## config.mk

```make
export PLATFORM = sky130hd
export DESIGN_NAME = pci_config_enumeration_sequencer_flat
export DESIGN_NICKNAME = d
export VERILOG_FILES = /design/src/rtl/core/pces_pkg.sv /design/src/rtl/core/pces_ifs.sv /design/src/rtl/core/pces_front.sv /design/src/rtl/core/pces_queue.sv /design/src/rtl/core/pces_back.sv /design/src/rtl/core/pci_config_enumeration_sequencer.sv /design/src/flat_wrapper.sv
export SDC_FILE = /design/constraint.sdc
export NUM_CORES = 1
export LEC_CHECK = 0
export BUFFER_PORTS_ARGS = -buffer_cell sky130_fd_sc_hd__buf_2
export CAP_MARGIN = 25
export CELL_PAD_IN_SITES_DETAIL_PLACEMENT = 0
export CELL_PAD_IN_SITES_GLOBAL_PLACEMENT = 1
export CORE_MARGIN = 2
export CORE_UTILIZATION = 49
export CTS_BUF_LIST = sky130_fd_sc_hd__clkbuf_16
export DETAILED_ROUTE_END_ITERATION = 10
export PLACE_DENSITY_LB_ADDON = 0.12
export SKIP_LAST_GASP = 1
export SLEW_MARGIN = 15
export SYNTH_ARGS = -nofsm -noshare
export SYNTH_HDL_FRONTEND = slang
export SYNTH_SLANG_ARGS = --single-unit
```

## constraint.sdc

```tcl
create_clock -name clk -period 7.6 [get_ports clk]
set_input_delay 1.52 -clock clk [delete_from_list [all_inputs] [get_ports clk]]
set_output_delay 1.52 -clock clk [all_outputs]
set_load 0.05 [all_outputs]
```

## src/rtl/core/pces_pkg.sv

```systemverilog
// Package for the configuration enumeration sequencer: field widths, codes,
// the queue entry type and the position stepping function.
// Depends on nothing; every other file of the block uses it.
package pces_pkg;

    localparam int BUS_W    = 8;
    localparam int SLOT_W   = 5;
    localparam int FUNC_W   = 3;
    localparam int OFF_W    = 8;
    localparam int ID_W     = 16;
    localparam int CODE_W   = 8;
    localparam int CNT_W    = 17;
    localparam int DATA_W   = 32;
    localparam int KIND_W   = 2;

    localparam logic [CNT_W-1:0]  CNT_MAX       = 17'h1FFFF;
    localparam logic [CNT_W-1:0]  MAX_RESET     = 17'd32;
    localparam logic [ID_W-1:0]   VENDOR_NONE   = 16'hFFFF;
    localparam logic [OFF_W-1:0]  OFFSET_ID     = 8'h00;
    localparam logic [OFF_W-1:0]  OFFSET_CLASS  = 8'h08;
    localparam logic [OFF_W-1:0]  OFFSET_HDR    = 8'h0C;
    localparam int                MULTI_BIT     = 23;
    localparam logic [FUNC_W-1:0] FUNC_LAST     = 3'd7;
    localparam logic [SLOT_W-1:0] SLOT_LAST     = 5'd31;
    localparam logic [BUS_W-1:0]  BUS_LAST      = 8'd255;

    localparam logic CMD_START    = 1'b0;
    localparam logic CMD_RESPONSE = 1'b1;

    localparam int QUEUE_DEPTH = 2;

    typedef enum logic [1:0] {
        PHASE_IDLE  = 2'd0,
        PHASE_ID    = 2'd1,
        PHASE_CLASS = 2'd2,
        PHASE_HDR   = 2'd3
    } phase_t;

    typedef enum logic [KIND_W-1:0] {
        KIND_REQUEST = 2'd0,
        KIND_RECORD  = 2'd1,
        KIND_DONE    = 2'd2
    } kind_t;

    typedef struct packed {
        logic [BUS_W-1:0]  bus;
        logic [SLOT_W-1:0] slot;
        logic [FUNC_W-1:0] func;
    } pos_t;

    typedef struct packed {
        pos_t pos;
        logic exhausted;
    } adv_t;

    typedef struct packed {
        kind_t              kind;
        pos_t               pos;
        logic [OFF_W-1:0]   offset;
        logic [ID_W-1:0]    vendor;
        logic [ID_W-1:0]    device;
        logic [CODE_W-1:0]  class_code;
        logic [CODE_W-1:0]  subclass_code;
        logic [CNT_W-1:0]   count;
        logic               pair;
    } entry_t;

    function automatic adv_t advance(pos_t p, logic skip_slot);
        adv_t a;
        a = '0;
        a.pos = p;
        if (!skip_slot && p.func != FUNC_LAST)
        begin
            a.pos.func = p.func + 3'd1;
        end
        else
        begin
            a.pos.func = '0;
            if (p.slot != SLOT_LAST)
            begin
                a.pos.slot = p.slot + 5'd1;
            end
            else
            begin
                a.pos.slot = '0;
                if (p.bus != BUS_LAST)
                begin
                    a.pos.bus = p.bus + 8'd1;
                end
                else
                begin
                    a.pos.bus = '0;
                    a.exhausted = 1'b1;
                end
            end
        end
        return a;
    endfunction

endpackage

```

## src/rtl/core/pces_ifs.sv

```systemverilog
// Handshake interfaces of the sequencer: input items, result beats and
// configuration writes. Depends on pces_pkg for the field widths.
interface pces_item_if;
    logic                         valid;
    logic                         ready;
    logic                         command;
    logic [pces_pkg::DATA_W-1:0]  read_data;
    modport source (output valid, output command, output read_data, input ready);
    modport sink (input valid, input command, input read_data, output ready);
endinterface

interface pces_result_if;
    logic                         valid;
    logic                         ready;
    logic [pces_pkg::KIND_W-1:0]  kind;
    logic [pces_pkg::BUS_W-1:0]   bus_number;
    logic [pces_pkg::SLOT_W-1:0]  slot_number;
    logic [pces_pkg::FUNC_W-1:0]  function_number;
    logic [pces_pkg::OFF_W-1:0]   register_offset;
    logic [pces_pkg::ID_W-1:0]    vendor_id;
    logic [pces_pkg::ID_W-1:0]    device_id;
    logic [pces_pkg::CODE_W-1:0]  class_code;
    logic [pces_pkg::CODE_W-1:0]  subclass_code;
    logic [pces_pkg::CNT_W-1:0]   found_count;
    logic                         last;
    modport source (output valid, output kind, output bus_number, output slot_number,
                    output function_number, output register_offset, output vendor_id,
                    output device_id, output class_code, output subclass_code,
                    output found_count, output last, input ready);
    modport sink (input valid, input kind, input bus_number, input slot_number,
                  input function_number, input register_offset, input vendor_id,
                  input device_id, input class_code, input subclass_code,
                  input found_count, input last, output ready);
endinterface

interface pces_cfg_if;
    logic                         valid;
    logic                         ready;
    logic [pces_pkg::CNT_W-1:0]   data;
    modport source (output valid, output data, input ready);
    modport sink (input valid, input data, output ready);
endinterface

```

## src/rtl/core/pces_front.sv

```systemverilog
// Front end: accepts commands and read responses, walks the position and
// pushes one entry per productive beat. Depends on pces_pkg and pces_ifs.
module pces_front
(
    input  logic              clk,
    input  logic              rst_n,
    pces_item_if.sink         item,
    pces_cfg_if.sink          cfg,
    output pces_pkg::entry_t  push_entry,
    output logic              push_valid,
    input  logic              push_ready
);

    pces_pkg::phase_t                phase_reg, phase_next;
    pces_pkg::pos_t                  pos_reg, pos_next;
    logic [pces_pkg::CNT_W-1:0]      count_reg, count_next;
    logic [pces_pkg::DATA_W-1:0]     saved_reg, saved_next;
    logic [pces_pkg::CNT_W-1:0]      max_reg;

    logic                            accept;
    logic                            fin_en;
    pces_pkg::adv_t                  fin_adv;
    pces_pkg::adv_t                  step;

    assign item.ready = push_ready;
    assign cfg.ready  = 1'b1;
    assign accept     = item.valid && push_ready;

    always_ff @(posedge clk or negedge rst_n)
    begin
        if (!rst_n)
        begin
            phase_reg <= pces_pkg::PHASE_IDLE;
            pos_reg   <= '0;
            count_reg <= '0;
            saved_reg <= '0;
            max_reg   <= pces_pkg::MAX_RESET;
        end
        else
        begin
            phase_reg <= phase_next;
            pos_reg   <= pos_next;
            count_reg <= count_next;
            saved_reg <= saved_next;
            if (cfg.valid)
            begin
                max_reg <= cfg.data;
            end
        end
    end

    always_comb
    begin
        phase_next = phase_reg;
        pos_next   = pos_reg;
        count_next = count_reg;
        saved_next = saved_reg;
        push_entry = '0;
        push_valid = 1'b0;
        fin_en     = 1'b0;
        fin_adv    = '0;
        step       = '0;

        if (accept)
        begin
            if (item.command == pces_pkg::CMD_START)
            begin
                pos_next   = '0;
                count_next = '0;
                saved_next = '0;
                fin_en     = 1'b1;
            end
            else
            begin
                unique case (phase_reg)
                    pces_pkg::PHASE_ID:
                    begin
                        if (item.read_data[15:0] == pces_pkg::VENDOR_NONE)
                        begin
                            step    = pces_pkg::advance(pos_reg, pos_reg.func == '0);
                            fin_adv = step;
                            fin_en  = 1'b1;
                        end
                        else
                        begin
                            saved_next        = item.read_data;
                            phase_next        = pces_pkg::PHASE_CLASS;
                            push_valid        = 1'b1;
                            push_entry.kind   = pces_pkg::KIND_REQUEST;
                            push_entry.pos    = pos_reg;
                            push_entry.offset = pces_pkg::OFFSET_CLASS;
                            push_entry.count  = count_reg;
                        end
                    end
                    pces_pkg::PHASE_CLASS:
                    begin
                        if (count_reg != pces_pkg::CNT_MAX)
                        begin
                            count_next = count_reg + 17'd1;
                        end
                        phase_next               = pces_pkg::PHASE_HDR;
                        push_valid               = 1'b1;
                        push_entry.kind          = pces_pkg::KIND_RECORD;
                        push_entry.pos           = pos_reg;
                        push_entry.vendor        = saved_reg[15:0];
                        push_entry.device        = saved_reg[31:16];
                        push_entry.class_code    = item.read_data[31:24];
                        push_entry.subclass_code = item.read_data[23:16];
                        push_entry.count         = count_next;
                        push_entry.pair          = 1'b1;
                    end
                    pces_pkg::PHASE_HDR:
                    begin
                        step = pces_pkg::advance(pos_reg, (pos_reg.func == '0)
                                                 && !item.read_data[pces_pkg::MULTI_BIT]);
                        fin_adv = step;
                        fin_en  = 1'b1;
                    end
                    pces_pkg::PHASE_IDLE:
                    begin
                    end
                    default:
                    begin
                    end
                endcase
            end
        end

        if (fin_en)
        begin
            pos_next   = fin_adv.pos;
            push_valid = 1'b1;
            if (fin_adv.exhausted || (count_next >= max_reg))
            begin
                phase_next       = pces_pkg::PHASE_IDLE;
                push_entry.kind  = pces_pkg::KIND_DONE;
                push_entry.count = count_next;
            end
            else
            begin
                phase_next        = pces_pkg::PHASE_ID;
                push_entry.kind   = pces_pkg::KIND_REQUEST;
                push_entry.pos    = fin_adv.pos;
                push_entry.offset = pces_pkg::OFFSET_ID;
                push_entry.count  = count_next;
            end
        end
    end

endmodule

```

## src/rtl/core/pces_queue.sv

```systemverilog
// Short register queue between the front and back ends of the sequencer.
// Depends on pces_pkg for the entry type.
module pces_queue
#(
    parameter int DEPTH = pces_pkg::QUEUE_DEPTH
)
(
    input  logic              clk,
    input  logic              rst_n,
    input  logic              push_valid,
    input  pces_pkg::entry_t  push_entry,
    output logic              push_ready,
    output logic              pop_valid,
    output pces_pkg::entry_t  pop_entry,
    input  logic              pop_ready
);

    localparam int PTR_W = (DEPTH > 1) ? $clog2(DEPTH) : 1;
    localparam int CNT_W = $clog2(DEPTH + 1);
    localparam logic [PTR_W-1:0] PTR_LAST = PTR_W'(DEPTH - 1);
    localparam logic [CNT_W-1:0] CNT_FULL = CNT_W'(DEPTH);

    pces_pkg::entry_t     store [DEPTH];
    logic [PTR_W-1:0]     wr_ptr_reg, rd_ptr_reg;
    logic [CNT_W-1:0]     fill_reg;
    logic                 do_push, do_pop;

    assign push_ready = (fill_reg != CNT_FULL);
    assign pop_valid  = (fill_reg != '0);
    assign pop_entry  = store[rd_ptr_reg];
    assign do_push    = push_valid && push_ready;
    assign do_pop     = pop_valid && pop_ready;

    always_ff @(posedge clk)
    begin
        if (do_push)
        begin
            store[wr_ptr_reg] <= push_entry;
        end
    end

    always_ff @(posedge clk or negedge rst_n)
    begin
        if (!rst_n)
        begin
            wr_ptr_reg <= '0;
            rd_ptr_reg <= '0;
            fill_reg   <= '0;
        end
        else
        begin
            if (do_push)
            begin
                wr_ptr_reg <= (wr_ptr_reg == PTR_LAST) ? '0 : wr_ptr_reg + PTR_W'(1);
            end
            if (do_pop)
            begin
                rd_ptr_reg <= (rd_ptr_reg == PTR_LAST) ? '0 : rd_ptr_reg + PTR_W'(1);
            end
            if (do_push && !do_pop)
            begin
                fill_reg <= fill_reg + CNT_W'(1);
            end
            else if (do_pop && !do_push)
            begin
                fill_reg <= fill_reg - CNT_W'(1);
            end
        end
    end

endmodule

```

## src/rtl/core/pces_back.sv

```systemverilog
// Back end: turns queue entries into result beats in an output register,
// a record entry giving a second request beat. Depends on pces_pkg, pces_ifs.
module pces_back
(
    input  logic              clk,
    input  logic              rst_n,
    input  logic              pop_valid,
    input  pces_pkg::entry_t  pop_entry,
    output logic              pop_ready,
    pces_result_if.source     result
);

    logic                         valid_reg;
    logic                         second_reg;
    pces_pkg::entry_t             held_reg;
    pces_pkg::entry_t             beat_reg;
    pces_pkg::entry_t             hdr_beat;
    logic                         last_reg;
    logic                         load;

    assign load      = !valid_reg || result.ready;
    assign pop_ready = load && !second_reg;

    always_comb
    begin
        hdr_beat        = '0;
        hdr_beat.kind   = pces_pkg::KIND_REQUEST;
        hdr_beat.pos    = held_reg.pos;
        hdr_beat.offset = pces_pkg::OFFSET_HDR;
        hdr_beat.count  = held_reg.count;
    end

    always_ff @(posedge clk or negedge rst_n)
    begin
        if (!rst_n)
        begin
            valid_reg  <= 1'b0;
            second_reg <= 1'b0;
        end
        else if (load)
        begin
            if (second_reg)
            begin
                valid_reg  <= 1'b1;
                second_reg <= 1'b0;
            end
            else
            begin
                valid_reg  <= pop_valid;
                second_reg <= pop_valid && pop_entry.pair;
            end
        end
    end

    always_ff @(posedge clk)
    begin
        if (load)
        begin
            if (second_reg)
            begin
                beat_reg <= hdr_beat;
                last_reg <= 1'b1;
            end
            else
            begin
                beat_reg <= pop_entry;
                held_reg <= pop_entry;
                last_reg <= !pop_entry.pair;
            end
        end
    end

    assign result.valid           = valid_reg;
    assign result.kind            = beat_reg.kind;
    assign result.bus_number      = beat_reg.pos.bus;
    assign result.slot_number     = beat_reg.pos.slot;
    assign result.function_number = beat_reg.pos.func;
    assign result.register_offset = beat_reg.offset;
    assign result.vendor_id       = beat_reg.vendor;
    assign result.device_id       = beat_reg.device;
    assign result.class_code      = beat_reg.class_code;
    assign result.subclass_code   = beat_reg.subclass_code;
    assign result.found_count     = beat_reg.count;
    assign result.last            = last_reg;

endmodule

```

## src/rtl/core/pci_config_enumeration_sequencer.sv

```systemverilog
// Configuration space enumeration sequencer, top level: front end, entry
// queue and back end. Depends on pces_pkg, pces_ifs and the three submodules.
//
// The block takes one input beat every cycle while its queue has room. Each
// start beat and each response beat during a walk yields one result beat,
// except the class response, which yields a device record and the header
// request; a response while idle yields nothing. The front end writes the
// queue when it accepts a beat, and the back end's output register loads the
// entry from the queue, so a beat's first result passes through the queue
// store and the output register. The sustained output rate is one beat per
// cycle while the result side is ready, set by the output register.
module pci_config_enumeration_sequencer
#(
    parameter int QUEUE_DEPTH = pces_pkg::QUEUE_DEPTH
)
(
    input  logic          clk,
    input  logic          rst_n,
    pces_item_if.sink     item,
    pces_cfg_if.sink      cfg,
    pces_result_if.source result
);

    pces_pkg::entry_t  push_entry;
    logic              push_valid;
    logic              push_ready;
    pces_pkg::entry_t  pop_entry;
    logic              pop_valid;
    logic              pop_ready;

    pces_front u_front
    (
        .clk        (clk),
        .rst_n      (rst_n),
        .item       (item),
        .cfg        (cfg),
        .push_entry (push_entry),
        .push_valid (push_valid),
        .push_ready (push_ready)
    );

    pces_queue #(.DEPTH(QUEUE_DEPTH)) u_queue
    (
        .clk        (clk),
        .rst_n      (rst_n),
        .push_valid (push_valid),
        .push_entry (push_entry),
        .push_ready (push_ready),
        .pop_valid  (pop_valid),
        .pop_entry  (pop_entry),
        .pop_ready  (pop_ready)
    );

    pces_back u_back
    (
        .clk       (clk),
        .rst_n     (rst_n),
        .pop_valid (pop_valid),
        .pop_entry (pop_entry),
        .pop_ready (pop_ready),
        .result    (result)
    );

endmodule
```

## src/flat_wrapper.sv

```systemverilog
// flat-port wrapper written by rule: the top's interface ports become plain ports
module pci_config_enumeration_sequencer_flat 
#(
    parameter int QUEUE_DEPTH = pces_pkg::QUEUE_DEPTH
)
  (clk, rst_n, item_valid, item_command, item_read_data, item_ready, cfg_valid, cfg_data, cfg_ready, result_valid, result_kind, result_bus_number, result_slot_number, result_function_number, result_register_offset, result_vendor_id, result_device_id, result_class_code, result_subclass_code, result_found_count, result_last, result_ready);
  pces_item_if item_i ();
  pces_cfg_if cfg_i ();
  pces_result_if result_i ();
  input  logic clk;
  input  logic rst_n;
  input wire logic [$bits(item_i.valid)-1:0] item_valid;
  input wire logic [$bits(item_i.command)-1:0] item_command;
  input wire logic [$bits(item_i.read_data)-1:0] item_read_data;
  output wire logic [$bits(item_i.ready)-1:0] item_ready;
  input wire logic [$bits(cfg_i.valid)-1:0] cfg_valid;
  input wire logic [$bits(cfg_i.data)-1:0] cfg_data;
  output wire logic [$bits(cfg_i.ready)-1:0] cfg_ready;
  output wire logic [$bits(result_i.valid)-1:0] result_valid;
  output wire logic [$bits(result_i.kind)-1:0] result_kind;
  output wire logic [$bits(result_i.bus_number)-1:0] result_bus_number;
  output wire logic [$bits(result_i.slot_number)-1:0] result_slot_number;
  output wire logic [$bits(result_i.function_number)-1:0] result_function_number;
  output wire logic [$bits(result_i.register_offset)-1:0] result_register_offset;
  output wire logic [$bits(result_i.vendor_id)-1:0] result_vendor_id;
  output wire logic [$bits(result_i.device_id)-1:0] result_device_id;
  output wire logic [$bits(result_i.class_code)-1:0] result_class_code;
  output wire logic [$bits(result_i.subclass_code)-1:0] result_subclass_code;
  output wire logic [$bits(result_i.found_count)-1:0] result_found_count;
  output wire logic [$bits(result_i.last)-1:0] result_last;
  input wire logic [$bits(result_i.ready)-1:0] result_ready;
  assign item_i.valid = item_valid;
  assign item_i.command = item_command;
  assign item_i.read_data = item_read_data;
  assign item_ready = item_i.ready;
  assign cfg_i.valid = cfg_valid;
  assign cfg_i.data = cfg_data;
  assign cfg_ready = cfg_i.ready;
  assign result_valid = result_i.valid;
  assign result_kind = result_i.kind;
  assign result_bus_number = result_i.bus_number;
  assign result_slot_number = result_i.slot_number;
  assign result_function_number = result_i.function_number;
  assign result_register_offset = result_i.register_offset;
  assign result_vendor_id = result_i.vendor_id;
  assign result_device_id = result_i.device_id;
  assign result_class_code = result_i.class_code;
  assign result_subclass_code = result_i.subclass_code;
  assign result_found_count = result_i.found_count;
  assign result_last = result_i.last;
  assign result_i.ready = result_ready;
  pci_config_enumeration_sequencer #(.QUEUE_DEPTH(QUEUE_DEPTH)) u_core (.clk(clk), .rst_n(rst_n), .item(item_i), .cfg(cfg_i), .result(result_i));
endmodule
```

==> summary.md <==
| Metric | Value |
|---|---|
| Outcome | `finished, final reports clean` |
| Power density cells | `405 nW/um^2` |
| Setup crit end kind | `flip-flop` |
| Leading area contributor after synthesis | `edfxtp_1` |
| Drt first pass iters | `5` |
| Endpoints failing setup | `0` |
| RR Endpoint | `u_core.u_queue.store[1][87]$_DFFE_PP_` |
| Measured slew at the worst slew-check pin | `970 ps` |
| Largest net degree at the start of global routing | `89` |
| Minimum clock period | `4800 ps` |
| # placed instances | `1720` |
| Hold path startpoint | `u_core.u_front.saved_reg[7]$_DFFE_PN0P_` |
| Non-Filler Instances | `1794` |
| Share of post-route cells with drive strength above 1 | `22.9%` |
| Max reg flops | `170` |
| Post-Synthesis Cells | `1194` |
| Drt first-iter violations | `919` |
| Cts-stage hold buffer count | `0` |
| Peak VDD IR | `0.000221 V` |
| Setup TNS | `0 ps` |
| DR WL/cell | `20.0 um` |
| Initial antenna violation count | `0` |
| Hold path depth | `1` |
| Critical register-to-register path startpoint | `u_core.u_front.count_reg[0]$_DFF_PN0_` |
| Final HPWL DP | `23.6 mm` |
| Area growth syn-to-layout | `13.8%` |
| Area of the multi-input gates | `4990 sq um` |
| Via/cell ratio | `5.60` |
| Number of nets still failing antenna checks after routing | `0` |
| CORE AREA | `32700 sq um` |
| Number of setup buffers added after CTS | `0` |
| PostCTS Resize Cnt | `0` |
| Top cells by area, synth | `edfxtp_1 53%, dfrtp_1 14%, mux2_2 4.7%` |
| Post-synth top area share | `53.0%` |
| Hold WC Path Type | `flip-flop to flip-flop` |
| R2r setup slk | `2800 ps` |
| Fmax | `209 MHz` |
| Hold Fails Final Rpt | `0` |
| Root Driver | `clkbuf_16` |
| DRC viols | `0` |
| Worst Skew | `13.5 ps` |
| Slew HR | `35.3%` |
| CTS Buffer Depth | `3` |
| Maxcap violations | `0` |
| Worst EP required | `7980 ps` |
| DRT Wirelength | `35.9 mm` |
| Main synth FF type | `edfxtp_1` |
| CTS tree | `yes` |
| Vias | `10000` |
| Synth warn | `0` |
| Part of the Yosys area used for sequential elements | `66.8%` |
| Die width | `187 um` |
| Clock Latency Late Sink | `530 ps` |
| # rows | `66` |
| Worst Path Max Fanout | `10` |
| GRT Util Overall | `20.7%` |
| Buffers on Ports | `142` |
| Final Cycle Share | `63.1%` |
| FF/Latch Area | `10900 sq um` |
| Post-Syn Area | `16400 sq um` |
| Gpl congestion | `0.903` |
| CTS Sinks | `379` |
| Die area | `34900 sq um` |
| Vias in the first global route | `9645` |
| Hold Path Sink | `u_core.u_front.saved_reg[7]$_DFFE_PN0P_` |
| Crit path kind | `flip-flop to flip-flop` |
| Clock slew at reported path FFs | `60 ps` |
| First-pass GRT wire length | `56.8 mm` |
| Synth Area per Inst | `13.7 sq um` |
| Filler Cell Count | `2698` |
| Starting Density | `50.1%` |
| R2R depth | `13` |
| Crit path DAT | `5180 ps` |
| Post-synthesis cell type count | `77` |
| Die height | `187 um` |
| CP Launch Type | `flip-flop` |
| RSZ-0062 raised after global routing | `false` |
| Top-Level Pins | `150` |
| Slew Limit Fails | `0` |
| Post-synthesis async set-or-reset flop share | `23.7%` |
| Leakage | `0.00745 uW` |
| Post-synth EDFFs | `289` |
| CTS Buf Count | `40` |
| #FFs+latches synth | `379` |
| H-Tree Depth | `2` |
| Antenna Cells | `0` |
| GR Overflow Total | `0` |
| Nets | `1404` |
-- worst max path at each step --
| stage | start | to |
|---|---|---|
| after global routing | u_core.u_front.count_reg[0]$_DFF_PN0_ | u_core.u_queue.store[1][87]$_DFFE_PP_ |
| after CTS | u_core.u_front.count_reg[0]$_DFF_PN0_ | u_core.u_queue.store[1][87]$_DFFE_PP_ |
| after global placement | item_command | u_core.u_queue.store[0][83]$_DFFE_PP_ |
| final | u_core.u_front.count_reg[0]$_DFF_PN0_ | u_core.u_queue.store[1][87]$_DFFE_PP_ |
| after detailed placement | item_command | u_core.u_queue.store[1][87]$_DFFE_PP_ |
| after floorplan | item_read_data[8] | u_core.u_queue.store[0][0]$_DFFE_PP_ |
-- layer usage --
layer	part of all wire, %	GRT usage, %	routed length (um)	vias to the layer above
met1	48	32.3	17300	4943
met2	45	30.9	16100	313
met4	1.4	4.27	489	0
met5	0	0	0	-
li1	-	-	-	4751
met3	5.7	3.07	2040	35
-- placed cells by master, fill, tap and decap left out, types with 10 or more instances in the layout --
cell type	Yosys	final
clkinv_1	0	10
a22o_1	49	49
buf_4	8	15
nand4_1	17	17
dfrtp_1	89	87
a21oi_1	40	39
clkbuf_16	0	40
nor2_1	91	88
nand2_1	81	81
ha_1	28	27
mux2_2	68	68
a31oi_1	18	18
edfxtp_1	289	289
inv_1	35	48
buf_2	9	141
o21ai_0	33	33
nand3_1	29	29
and3_1	53	53
mux2i_1	59	59
-- where the power goes --
group | internal, uW | total (uW) | switching (uW) | leakage [uW]
Sequential | 3050 | 3320 | 269 | 0.00395
Combinational | 715 | 2500 | 1790 | 0.00287
Clock | 960 | 1720 | 765 | 0.000623
-- cells by family (layout without fill, tap and decap cells) --
logic type	after synthesis	in the layout	share of synthesized area (%)
compound gates	214	214	9.40
buf+inv	112	265	3.08
xor+xnor	8	8	0.428
fa+ha+maj	28	28	2.14
other cells	2	7	0.0459
flops	379	379	66.8
simple gates	324	324	9.85
mux	127	127	8.28
-- per-stage QoR --
step / total power, uW / setup WS (ps) / hold WS [ps] / instance area [sq um] / util [%]
after CTS: 7600 / 2880 / 494 / 18600 / 56.9
after floorplan: 5220 / 203 / 423 / 16400 / -
after global placement: 5830 / 2490 / 475 / 17400 / 53.3
after detailed placement: 5860 / 2350 / 474 / 17400 / 53.3
final: 7540 / 2800 / 488 / 18600 / 57.0
after global routing: 7920 / 2530 / 503 / 18600 / 57.0
-- cell type report --
class / instances / area share, %
well taps: 442 / 2.97
repair buffers: 157 / 4.54
clock inverters: 33 / 0.913
multi-input cells: 708 / 26.8
clock buffers: 40 / 5.37
inverters: 35 / 0.712
flip-flops and latches: 379 / 58.7
-- critical path, cell delays in order (launching register included) --
cell	delay, ps
dfrtp_1	550
ha_1	290
nand3_1	130
nor3_1	600
or4b_2	670
mux2i_1	160
a21o_1	190
ha_1	300
nand4_1	120
nor4_1	630
a21o_1	210
a2111o_2	170
o21a_1	370
a22o_1	240
-- synth_stat cells (all sizes together), types with 28 or more instances --
library cell  count
ha               28
mux2             68
dfrtp            89
clkbuf           52
and3             53
nand3            31
edfxtp          289
o21ai            35
a22o             50
inv              35
mux2i            59
nand2            81
a21oi            42
nor2             91
Power figures use the tool's default switching activity.
